--- src/rtl/skdh_pkg.sv ---
// Shared types and constants for the string-key double-hash table.
// Holds the request/result structs, the controller state encoding and the
// controller-to-datapath command and status groups. No dependencies.
package skdh_pkg;

  localparam int unsigned OCC_W  = 20;
  localparam int unsigned COLL_W = 32;
  localparam logic [OCC_W-1:0]  OCC_MAX  = '1;
  localparam logic [COLL_W-1:0] COLL_MAX = '1;

  localparam logic [1:0] ST_OK       = 2'd0;
  localparam logic [1:0] ST_FULL     = 2'd1;
  localparam logic [1:0] ST_TOO_LONG = 2'd2;

  localparam logic MODE_INSERT = 1'b0;
  localparam logic MODE_LOOKUP = 1'b1;

  typedef struct packed {
    logic       mode;
    logic [7:0] key_char;
    logic       last_char;
  } in_t;

  typedef struct packed {
    logic              found;
    logic [OCC_W-1:0]  occurrences;
    logic [9:0]        slot;
    logic [9:0]        distinct_keys;
    logic [COLL_W-1:0] collision_total;
    logic [1:0]        status;
  } out_t;

  typedef enum logic [9:0] {
    S_CLEAR    = 10'b00_0000_0001,
    S_IDLE     = 10'b00_0000_0010,
    S_REDUCE   = 10'b00_0000_0100,
    S_PRB_RD   = 10'b00_0000_1000,
    S_PRB_EVAL = 10'b00_0001_0000,
    S_CMP_RD   = 10'b00_0010_0000,
    S_CMP_CHK  = 10'b00_0100_0000,
    S_CPY_RD   = 10'b00_1000_0000,
    S_CPY_WR   = 10'b01_0000_0000,
    S_FINISH   = 10'b10_0000_0000
  } state_t;

  typedef struct packed {
    logic clr_wr;
    logic accept;
    logic reduce;
    logic probe_start;
    logic meta_rd;
    logic ins_new;
    logic advance;
    logic cmp_start;
    logic rd_chars;
    logic hit;
    logic cpy_wr;
    logic j_inc;
    logic res_long;
    logic emit;
  } cmd_t;

  typedef struct packed {
    logic clr_last;
    logic hash_ready;
    logic last_item;
    logic too_long;
    logic occupied;
    logic len_eq;
    logic is_lookup;
    logic last_probe;
    logic char_eq;
    logic j_last;
    logic out_free;
  } sts_t;

endpackage

--- src/rtl/skdh_ctrl.sv ---
// Controller state machine for the double-hash table.
// Sequences hashing, probing, key compare and key copy; uses skdh_pkg.
module skdh_ctrl (
  input  logic           clk,
  input  logic           rst_n,
  input  logic           in_valid,
  output logic           in_stall,
  input  skdh_pkg::sts_t sts,
  output skdh_pkg::cmd_t cmd
);

  skdh_pkg::state_t state_r, state_nxt;

  always_ff @(posedge clk) begin
    if (!rst_n) begin
      state_r <= skdh_pkg::S_CLEAR;
    end else begin
      state_r <= state_nxt;
    end
  end

  assign in_stall = (state_r != skdh_pkg::S_IDLE);

  always_comb begin
    cmd       = '0;
    state_nxt = state_r;
    unique case (state_r)
      skdh_pkg::S_CLEAR: begin
        cmd.clr_wr = 1'b1;
        if (sts.clr_last) state_nxt = skdh_pkg::S_IDLE;
      end
      skdh_pkg::S_IDLE: begin
        if (in_valid) begin
          cmd.accept = 1'b1;
          state_nxt  = skdh_pkg::S_REDUCE;
        end
      end
      skdh_pkg::S_REDUCE: begin
        cmd.reduce = 1'b1;
        if (sts.hash_ready) begin
          if (!sts.last_item) begin
            state_nxt = skdh_pkg::S_IDLE;
          end else if (sts.too_long) begin
            cmd.res_long = 1'b1;
            state_nxt    = skdh_pkg::S_FINISH;
          end else begin
            cmd.probe_start = 1'b1;
            state_nxt       = skdh_pkg::S_PRB_RD;
          end
        end
      end
      skdh_pkg::S_PRB_RD: begin
        cmd.meta_rd = 1'b1;
        state_nxt   = skdh_pkg::S_PRB_EVAL;
      end
      skdh_pkg::S_PRB_EVAL: begin
        if (!sts.occupied) begin
          if (sts.is_lookup) begin
            state_nxt = skdh_pkg::S_FINISH;
          end else begin
            cmd.ins_new = 1'b1;
            state_nxt   = skdh_pkg::S_CPY_RD;
          end
        end else if (sts.len_eq) begin
          cmd.cmp_start = 1'b1;
          state_nxt     = skdh_pkg::S_CMP_RD;
        end else begin
          cmd.advance = 1'b1;
          state_nxt   = sts.last_probe ? skdh_pkg::S_FINISH : skdh_pkg::S_PRB_RD;
        end
      end
      skdh_pkg::S_CMP_RD: begin
        cmd.rd_chars = 1'b1;
        state_nxt    = skdh_pkg::S_CMP_CHK;
      end
      skdh_pkg::S_CMP_CHK: begin
        if (!sts.char_eq) begin
          cmd.advance = 1'b1;
          state_nxt   = sts.last_probe ? skdh_pkg::S_FINISH : skdh_pkg::S_PRB_RD;
        end else if (sts.j_last) begin
          cmd.hit   = 1'b1;
          state_nxt = skdh_pkg::S_FINISH;
        end else begin
          cmd.j_inc = 1'b1;
          state_nxt = skdh_pkg::S_CMP_RD;
        end
      end
      skdh_pkg::S_CPY_RD: begin
        cmd.rd_chars = 1'b1;
        state_nxt    = skdh_pkg::S_CPY_WR;
      end
      skdh_pkg::S_CPY_WR: begin
        cmd.cpy_wr = 1'b1;
        if (sts.j_last) begin
          state_nxt = skdh_pkg::S_FINISH;
        end else begin
          cmd.j_inc = 1'b1;
          state_nxt = skdh_pkg::S_CPY_RD;
        end
      end
      skdh_pkg::S_FINISH: begin
        if (sts.out_free) begin
          cmd.emit  = 1'b1;
          state_nxt = skdh_pkg::S_IDLE;
        end
      end
      default: state_nxt = skdh_pkg::S_CLEAR;
    endcase
  end

endmodule

--- config.mk ---
export PLATFORM = sky130hd
export DESIGN_NAME = skdh_ctrl
export DESIGN_NICKNAME = d
export VERILOG_FILES = /design/src/rtl/skdh_pkg.sv /design/src/rtl/skdh_ctrl.sv
export SDC_FILE = /design/constraint.sdc
export NUM_CORES = 1
export LEC_CHECK = 0
export BUFFER_PORTS_ARGS = -buffer_cell sky130_fd_sc_hd__buf_4
export CORE_MARGIN = 5
export CORE_UTILIZATION = 44
export CTS_BUF_LIST = sky130_fd_sc_hd__clkbuf_2 sky130_fd_sc_hd__clkbuf_4 sky130_fd_sc_hd__clkbuf_8
export DETAILED_ROUTE_END_ITERATION = 12
export HOLD_SLACK_MARGIN = 0.08
export PLACE_DENSITY = 0.75
export SLEW_MARGIN = 40
export SYNTH_ARGS = -nofsm -noshare
export SYNTH_HDL_FRONTEND = slang
export SYNTH_SLANG_ARGS = --single-unit
--- constraint.sdc ---
create_clock -name clk -period 7 [get_ports clk]
set_clock_uncertainty 0.15 [all_clocks]
set_input_delay 1.4 -clock clk [delete_from_list [all_inputs] [get_ports clk]]
set_output_delay 1.4 -clock clk [all_outputs]
set_load 0.03 [all_outputs]
==> results of run 1 <==
==> metrics by stage <==
stage	setup slack (ps)	total power, W	utilization	std cells	hold WS (ps)
global route	2900	0.000236	0.597	160	490
global placement	3220	0.000180	0.585	157	418
CTS	3080	0.000223	0.597	160	437
floorplan	3120	0.000154	-	111	377
finish	3080	0.000222	0.597	160	438
detailed placement	3200	0.000182	0.585	157	426
==> placed cells by master, fill, tap and decap left out, drive strengths merged, types with 2 or more instances in the layout <==
cell | synthesis | final
buf | 5 | 28
nor2 | 14 | 14
dfxtp | 10 | 10
inv | 9 | 9
nand2b | 7 | 7
nand2 | 5 | 5
nor3 | 5 | 5
nor4 | 5 | 5
nand3 | 4 | 4
o21ai | 4 | 4
and3 | 3 | 3
o21a | 3 | 3
clkbuf | 2 | 3
or3 | 3 | 3
and4b | 2 | 2
nand3b | 2 | 2
xnor2 | 2 | 2
and2 | 2 | 2
nor4bb | 2 | 2
a211oi | 2 | 2
a21boi | 2 | 2
==> worst register-to-register path, stage by stage (launching register included) <==
cell and delay (ps):
dfxtp_1 370, nor4_1 430, and4b_1 410, nand2b_1 130, and3b_1 230, a21boi_1 160, o211a_1 220
==> report_power, final <==
part | internal [W] | switching (W)
combinational | 0.0000490 | 0.0000574
clock | 0.0000199 | 0.0000198
sequential | 0.0000626 | 0.0000133
total | 0.000131 | 0.0000905
==> final timing paths <==
kind | end | cells after the start | start | slack [ps]
worst max-delay path | cmd[2] | 6 | state_r[8] | 3080
worst min-delay path | state_r[6] | 2 | state_r[5] | 440
worst max register to register | state_r[9] | 6 | state_r[5] | 4800
worst min register to register | state_r[6] | 2 | state_r[5] | 440
==> kinds of logic after synthesis <==
kind of cell / count (synthesis) / synth area share
simple gates: 59 / 0.432
xor+xnor: 3 / 0.0311
compound gates: 22 / 0.195
flops: 10 / 0.237
buf+inv: 16 / 0.0932
mux: 1 / 0.0118
==> metal layers <==
metal / part of all wire / track usage / up-vias
met5: 0 / 0 / -
met4: 0.032 / 0.0894 / 0
met3: 0.050 / 0.0554 / 8
met2: 0.47 / 0.272 / 29
met1: 0.45 / 0.220 / 413
li1: - / - / 452
==> synthesized netlist by cell type, drive strengths merged <==
library cell	number	area (µm²)
xor2	1	8.76
o32a	1	10.0
and2	2	12.5
or3	3	23.8
nand2	5	18.8
nand3	4	20.0
nor4bb	2	20.0
nor4	5	52.6
clkbuf	2	7.51
mux2i	1	10.0
o41ai	1	8.76
and3b	1	8.76
nand2b	7	43.8
and4b	2	20.0
a211oi	2	15.0
o221ai	1	8.76
or3b	1	8.76
nand3b	2	15.0
a311o	1	10.0
o22a	1	8.76
nor4b	1	8.76
inv	9	33.8
a21boi	2	15.0
a21oi	1	5.00
and3	3	18.8
a31oi	1	6.26
o32ai	1	8.76
or4	1	7.51
o2bb2ai	1	8.76
nor2b	1	6.26
o21a	3	22.5
nor2	14	55.1
xnor2	2	17.5
o211a	1	10.0
buf	5	37.5
o31ai	1	7.51
o21ai	4	20.0
nor3	5	25.0
dfxtp	10	200
==> cell type report <==
class / instances / area (µm²) / share of cell area
clock buffer: 3 / 22.5 / 0.0212
timing repair buffer: 28 / 210 / 0.197
tap: 25 / 31.3 / 0.0294
sequential: 10 / 200 / 0.188
inverter: 9 / 33.8 / 0.0317
multi-input combinational: 85 / 567 / 0.532
==> impl_results.md, run 1 <==
* ANT nets after route at 0
* Post-synthesis cell area at 846 µm²
* CTS root buffer: clkbuf_4
* Biggest regs: state_r (10)
* Diodes inserted at 0
* CTS tree: built
* Syn Inst Count at 111
* PortBufs at 28
* Synth warn at 0
* Chip height at 53.8 µm
* Outcome: complete, no violations
* Clock sink count at 10
* Drt via density at 5.64
* Cell Chain, Critical Path: nor4_4 > nand2_1 > or3_1 > or3_4 > a21oi_1 > buf_4
* Grt total ovfl at 0
* Clk buf depth at 2
* Max-slew headroom at 0.729
* Clock-pin slew on the worst setup and hold paths at around 60 ps
* Antenna violations before repair at 0
* Initial Util at 0.474
* Largest net degree at the start of global routing at 11
* Netlist cell types at 46
* Area of the core at roughly 1800 µm²
* # setup viols final at 0
* Hpwl dp at 1.72 mm
* Fmax achieved at roughly 260 MHz
* CP max stage delay at 440 ps
* CP max stage cell: or3_1
* Hold buffers post-CTS at 0
* Vias post-DR at 902
* Crit Path Max Fanout at 10
* Final min period at a little under 4000 ps
* Drc violations at 0
* Buf/Inv on CP at 1
* Design Area, Final at 1060 µm²
* Postcts setup bufs at 0
* I/O pin cnt at 29
* Avg Cell Area, Syn at 7.62 µm²
* Leak at ~0.47 nW
* Initial detailed-routing violation count at 15
* Max rail drop VDD at approximately 0.17 mV
* Die footprint at 2900 µm²
* WS Path Type: flop to output pin
* Area grow syn2layout at 25.9%
* WP data required at 5450 ps
* RSZ-0062 raised after global routing: no
* Skew-Pair Late Insertion Delay at about 270 ps
* GP Congestion at 0.828
* Hold Crit Class: flop to flop
* First-pass GRT wire length at 3.65 mm
* Num rows at 15
* Max-slew violation count at 0
* Dpl cell area at 1040 µm²
* Register area share after synthesis at 0.237
* Avg WL per Cell at 13.9 µm
* Fin. Hold Viols at 0
* Crit path launch type: flop
* Vias in the first global route at 811
* Worst-Margin Slew at 403 ps
* Most flops, register: state_r
* DRT Pass-1 Iters at 4
* Total of max-cap violations at 0
* Max reg flops at 10
* CTS buffer count at 3
* Overall Global Routing Usage at 0.177
* Share of cells above drive strength 1 at 0.267
* Cell family with most CP delay: simple AND/OR/NAND/NOR gates
* Crit end category: output pin
* Die X at 53.8 µm
* Synth Register Bits at 10
* CP Data Arrival Time at 2370 ps
* Final-stage net count at 151
* Final period util at 0.560
* Net Count, Synth at between 100 and 150
* Setup_tns at 0 ps
* Final WL at about 2.2 mm
* Gates resized, CTS repair at 0
* H-tree depth at 1
* Power per Cell Area at 208 nW/µm²
* Number of fill cells at 168
(Power assumes the default switching activity.)
==> inputs of run 2 (changes only) <==
- clock period: 7 -> 3.8 ns (I/O delays scaled with it)
==> impl_results.md, run 2 (synthesis results as in run 1) <==
* Final-stage net count at 151 (unchanged)
* Int Power at 0.000242 W (+84%)
* # setup viols final at 0 (unchanged)
* Crit Path Max Fanout at 10 (unchanged)
* Largest net degree at the start of global routing at 11 (unchanged)
* Dpl cell area at 1040 µm² (unchanged)
* First-pass GRT wire length at 3.77 mm (+3.2%)
* Drc violations at 0 (unchanged)
* Placed cell count at 157 (unchanged)
* Power per Cell Area at 383 nW/µm² (+84%)
* Max-slew violation count at 0 (unchanged)
* Initial detailed-routing violation count at 27 (+12)
* Fmax achieved at 309 MHz
* Postcts setup bufs at 0 (unchanged)
* Design Area, Final at 1060 µm² (unchanged)
* Grt total ovfl at 0 (unchanged)
* Total of max-cap violations at 0 (unchanged)
* CP Data Arrival Time at 2320 ps (-50 ps)
* Antenna violations before repair at 0 (unchanged)
* Area of the core at 1780 µm² (unchanged)
* Clock sink count at 10 (unchanged)
* Switching Fraction at 0.406 (-0.00145)
* Most common cell after layout, fill and taps aside: buf_4
* Diodes inserted at 0 (unchanged)
* Flop pwr share at 0.345 (+0.003)
* Chip height at 53.8 µm (unchanged)
* Drt via density at 5.68 (+0.78%)
* ANT nets after route at 0 (unchanged)
* Clock-pin slew on the worst setup and hold paths at 60 ps (about the same)
* WS Path Type: flop to output pin
* Setup_tns at 0 ps (unchanged)
* Area grow syn2layout at 25.9% (unchanged)
* Skew-Pair Late Insertion Delay at 260 ps (about the same)
* Fin. Hold Viols at 0 (unchanged)
* Final period util at 0.851
* Share of total power in combinational logic at 0.480 (about the same)
* WP data required at 2890 ps (-2560 ps)
* Gates resized, CTS repair at 0 (unchanged)
* DRT Pass-1 Iters at 4 (unchanged)
* Hold buffers post-CTS at 0 (unchanged)
* GP Congestion at 0.794 (-4.2%)
* Non-Filler Instances at 160 (unchanged)
* Clk buf depth at 2 (unchanged)
* Num rows at 15 (unchanged)
* CTS buffer count at 3 (unchanged)
* I/O pin cnt at 29 (unchanged)
* Final Power at 0.000408 W (+84%)
* Crit path launch type: flop
* Max-slew headroom at 0.694 (-0.0345)
* FF-to-FF setup slack at 1550 ps (-3250 ps)
* Outcome: complete, no violations
* Min Hold Slack at 435 ps (-2.52 ps)
* CTS root buffer: clkbuf_4
* Hold Crit Class: flop to flop
* Leak at 0.470 nW (unchanged)
* Die X at 53.8 µm (unchanged)
* Final min period at 3230 ps
* Max rail drop VDD at 0.370 mV (+120%)
* Biggest regs: state_r (10)
* Avg WL per Cell at 14.0 µm (+0.90%)
* Clk network pwr share at 0.175 (-0.004)
* Most frequent cells in the layout: 28 x buf_4, 13 x nor2_1, 10 x dfxtp_1
* Final WL at 2.24 mm (+0.90%)
* Worst-Margin Slew at 454 ps (+51.2 ps)
* Crit end category: output pin
* PortBufs at 28 (unchanged)
* Vias post-DR at 909 (+0.78%)
* Vias in the first global route at 819 (+0.99%)
* Switching power at 0.000166 W (+83%)
* Overall Global Routing Usage at 0.181 (+0.00412)
* CTS tree: built
* H-tree depth at 1 (unchanged)
* Hpwl dp at 1.76 mm (+2.1%)
* Initial Util at 0.474 (unchanged)
* Most flops, register: state_r
* Max reg flops at 10 (unchanged)
* Share of cells above drive strength 1 at 0.267 (unchanged)
* RSZ-0062 raised after global routing: no
* Die footprint at 2900 µm² (unchanged)
-- run 2: cell counts in the layout (fill, tap and decap cells not counted) --
Identical to the previous run, type by type.
-- run 2: power groups by stage --
stage / clock (W) / combinational (W) / sequential (W)
3_5_place_dp: 0 / 0.000194 / 0.000142
2_1_floorplan: 0 / 0.000157 / 0.000127
3_3_place_gp: 0 / 0.000193 / 0.000141
5_1_grt: 0.0000835 / 0.000214 / 0.000142
6_report: 0.0000714 / 0.000196 / 0.000141
4_1_cts: 0.0000727 / 0.000196 / 0.000139
-- run 2: layer usage --
metal | track usage | part of all wire | vias to the layer above
met4 | 0.0511 | 0.0094 | 0
met3 | 0.0609 | 0.054 | 4
met1 | 0.242 | 0.45 | 420
met5 | 0 | 0 | -
li1 | - | - | 455
met2 | 0.274 | 0.49 | 30
-- run 2: final cells by class --
type | count | area, µm²
Clock buffer | 3 | 22.5
Fill cell | 160 | 718
Inverter | 9 | 33.8
Multi-Input combinational cell | 85 | 567
Sequential cell | 10 | 200
Tap cell | 25 | 31.3
Timing Repair Buffer | 28 | 210
-- run 2: final timing paths --
| check | startpoint | to | cells past startpoint |
|---|---|---|---|
| worst max-delay path | state_r[8] | cmd[2] | 6 |
| worst max register to register | state_r[5] | state_r[9] | 6 |
| worst min-delay path | state_r[5] | state_r[6] | 2 |
| worst min register to register | state_r[5] | state_r[6] | 2 |
-- run 2: per-stage QoR --
step	utilization	setup slack [ps]
after floorplan	-	732
after global placement	0.585	899
after detailed placement	0.585	865
after CTS	0.597	567
after global routing	0.597	390
final	0.597	565
-- run 2: worst max-delay path, cell delays in order (launching register included) --
cell and delay (ps):
dfxtp_1 410, nor4_4 380, nand2_1 110, or3_1 420, or3_4 420, a21oi_1 150
buf_4 170
==> inputs of run 3 (changes only) <==
- ABC_AREA: default -> 1
- SKIP_CTS_REPAIR_TIMING: default -> 1
==> impl_results.md, run 3 <==
* Int Power at 0.000242 W (about the same)
* Antenna violations before repair at 0 (unchanged)
* Vias in the first global route at 848 (+3.5%)
* Vias post-DR at 881 (-3.1%)
* Final-stage net count at 175 (+16%)
* Reg2reg end: state_r[1]
* Max reg flops at 10 (unchanged)
* Clock-pin slew on the worst setup and hold paths at 60 ps (about the same)
* Final min period at 2410 ps (-828 ps)
* Fin. Hold Viols at 0 (unchanged)
* Hold Crit Class: flop to flop
* CTS buffer count at 3 (unchanged)
* Drc violations at 0 (unchanged)
* Die X at 54.4 µm (+0.96%)
* Max-slew headroom at 0.804 (+0.110)
* Most flops, register: state_r
* Fmax achieved at 415 MHz (+34%)
* Leak at 0.603 nW (+28%)
* Metal-1 WL at 914 µm (-9.4%)
* Die footprint at 2960 µm² (+1.9%)
* First-pass GRT wire length at 3.27 mm (-13%)
* Final period util at 0.633 (-0.218)
* Skew-Pair Late Insertion Delay at 250 ps (about the same)
* Worst r2r path cells at 9 (+3)
* Cell taking the most area after synthesis: dfxtp_1
* Crit path launch type: flop
* Max rail drop VDD at 0.175 mV (-53%)
* Post-synth ARST share at 0 (unchanged)
* Worst R2R Start: state_r[6]
* Avg WL per Cell at 10.5 µm (-25%)
* Syn Inst Count at 128 (+15%)
* Most common cell after layout, fill and taps aside: buf_4
* Routed wl met3 at 88 µm (-27%)
* Area grow syn2layout at 32.4%
* Power per Cell Area at 350 nW/µm² (-8.7%)
* Worst hold stages at 4 (+2)
* Mux contribution to synthesized area at 0 (-0.0118)
* Area contributors post-synth: dfxtp_1 23%, nor2_4 12%, inv_1 9.5%, nor2_1 8.7%, nand2_1 7.8%
* Ys flop type: dfxtp_1
* Post-Synth XOR/XNOR Area at 0 (-0.0311)
* Clk network pwr share at 0.225 (+0.050)
* Initial Util at 0.451 (-0.0239)
* Switching Fraction at 0.396 (-0.0103)
* Avg Cell Area, Syn at 6.76 µm² (-11%)
* Biggest regs: state_r (10)
* Total of max-cap violations at 0 (unchanged)
* Post-synth top cells: 22 x inv_1, 20 x nor2_1, 18 x nand2_1, 13 x nand3_1, 10 x dfxtp_1
* # setup viols final at 0 (unchanged)
* Final core utilization at 0.596 (-0.000839)
* Area share of fa/ha/maj cells after synthesis at 0 (unchanged)
* WP data required at 2890 ps (about the same)
* Largest net degree at the start of global routing at 10 (-1)
* Num rows at 16 (+1)
* Placed cell count at 183 (+17%)
* RSZ-0062 raised after global routing: no
* Min Hold Slack at 422 ps (-13.6 ps)
* Top sig layer: met4
* Share of cells above drive strength 1 at 0.381 (+0.115)
* Most common cell in the netlist: inv_1
* Clk buf depth at 2 (unchanged)
* Switching power at 0.000159 W (-4.2%)
* CTS tree: built
* Chip height at 54.4 µm (+0.96%)
* Initial detailed-routing violation count at 14 (-48%)
* Outcome: complete, no violations
* Final WL at 1.96 mm (-12%)
* FF-to-FF setup slack at 2270 ps (+720 ps)
* Flop pwr share at 0.316 (-0.029)
* WS Path Type: flop to output pin
* Area of the core at 1920 µm² (+7.8%)
* Setup_tns at 0 ps (unchanged)
* Met2 wire len at 949 µm (-13%)
* Clock sink count at 10 (unchanged)
* DRT Pass-1 Iters at 4 (unchanged)
* Drt via density at 4.71 (-17%)
* Synth Area in Simple Gates at 0.585 (+0.153)
* ANT nets after route at 0 (unchanged)
* Number of synthesized flops with an enable pin at 0 (unchanged)
* CP Data Arrival Time at 1500 ps (-820 ps)
* Overall Global Routing Usage at 0.147 (-0.0341)
* Register area share after synthesis at 0.231 (-0.00547)
* Diodes inserted at 0 (unchanged)
* Crit end category: output pin
* Synth Register Bits at 10 (unchanged)
* Area share of the largest cell type after synthesis at 0.231 (-0.00547)
* I/O pin cnt at 29 (unchanged)
* GP Congestion at 0.851 (+7.2%)
* Share of total power in combinational logic at 0.459 (-0.021)
* Worst-Margin Slew at 290 ps (-164 ps)
* Synth warn at 0 (unchanged)
* Grt total ovfl at 0 (unchanged)
* Complex-gate fraction of the synthesized area at 0.0506 (-0.145)
* H-tree depth at 1 (unchanged)
* Worst hold start: state_r[7]
* Max-slew violation count at 0 (unchanged)
* Netlist cell types at 22 (-52%)
* PortBufs at 28 (unchanged)
* Hpwl dp at 1.70 mm (-3.5%)
* CTS root buffer: clkbuf_4
* Worst Hold Path EP: state_r[8]
* Crit Path Max Fanout at 5 (-5)
* Net Count, Synth at 142 (+14%)
* Post-synthesis cell area at 866 µm² (+2.4%)
* Non-Filler Instances at 187 (+17%)
* Most frequent cells in the layout: 28 x buf_4, 22 x inv_1, 20 x nor2_1
* Largest family of logic cells by synthesized area: simple AND/OR/NAND/NOR gates
## run 3: kinds of logic after synthesis
| logic type | Yosys count |
|---|---|
| compound gates | 8 |
| flops | 10 |
| buf+inv | 30 |
| simple gates | 80 |
## run 3: stage by stage
step,worst slack (ps),total power (W),area [µm²]
2_1_floorplan,1490,0.000262,866
3_3_place_gp,1570,0.000308,1110
3_5_place_dp,1540,0.000312,1110
4_1_cts,1400,0.000403,1150
5_1_grt,1290,0.000426,1150
6_report,1390,0.000401,1150
## run 3: power by group through the flow
stage / clock network, W / registers (W) / logic [W]
5_1_grt: 0.0000970 / 0.000128 / 0.000201
6_report: 0.0000903 / 0.000127 / 0.000184
3_5_place_dp: 0 / 0.000129 / 0.000183
3_3_place_gp: 0 / 0.000128 / 0.000180
2_1_floorplan: 0 / 0.000127 / 0.000135
4_1_cts: 0.0000923 / 0.000126 / 0.000184
## run 3: cell type report
type | count | area [µm²]
clock buffers | 4 | 36.3
fillers | 195 | 776
inverters | 30 | 115
multi-input cells | 88 | 551
flip-flops and latches | 10 | 200
well taps | 27 | 33.8
repair buffers | 28 | 210
## run 3: worst max path at each step
stage | slack (ps) | end | cells after the start | start
2_1_floorplan | 1490 | cmd[1] | 6 | state_r[2]
3_3_place_gp | 1570 | cmd[2] | 5 | sts[1]
3_5_place_dp | 1540 | cmd[2] | 5 | sts[1]
4_1_cts | 1400 | cmd[10] | 7 | state_r[2]
5_1_grt | 1290 | cmd[1] | 7 | state_r[2]
6_report | 1390 | cmd[10] | 7 | state_r[2]
## run 3: critical path, stage by stage, from the launching register on
cell	delay [ps]
dfxtp_1	380
inv_1	70
nor2_1	100
nand3_1	110
nor2_4	180
nand3b_1	130
nor2_1	100
buf_4	160
## run 3: layer usage
metal	track usage	vias up
met5	0	-
met4	0.0539	0
met3	0.0109	2
met2	0.269	21
met1	0.176	393
li1	-	465
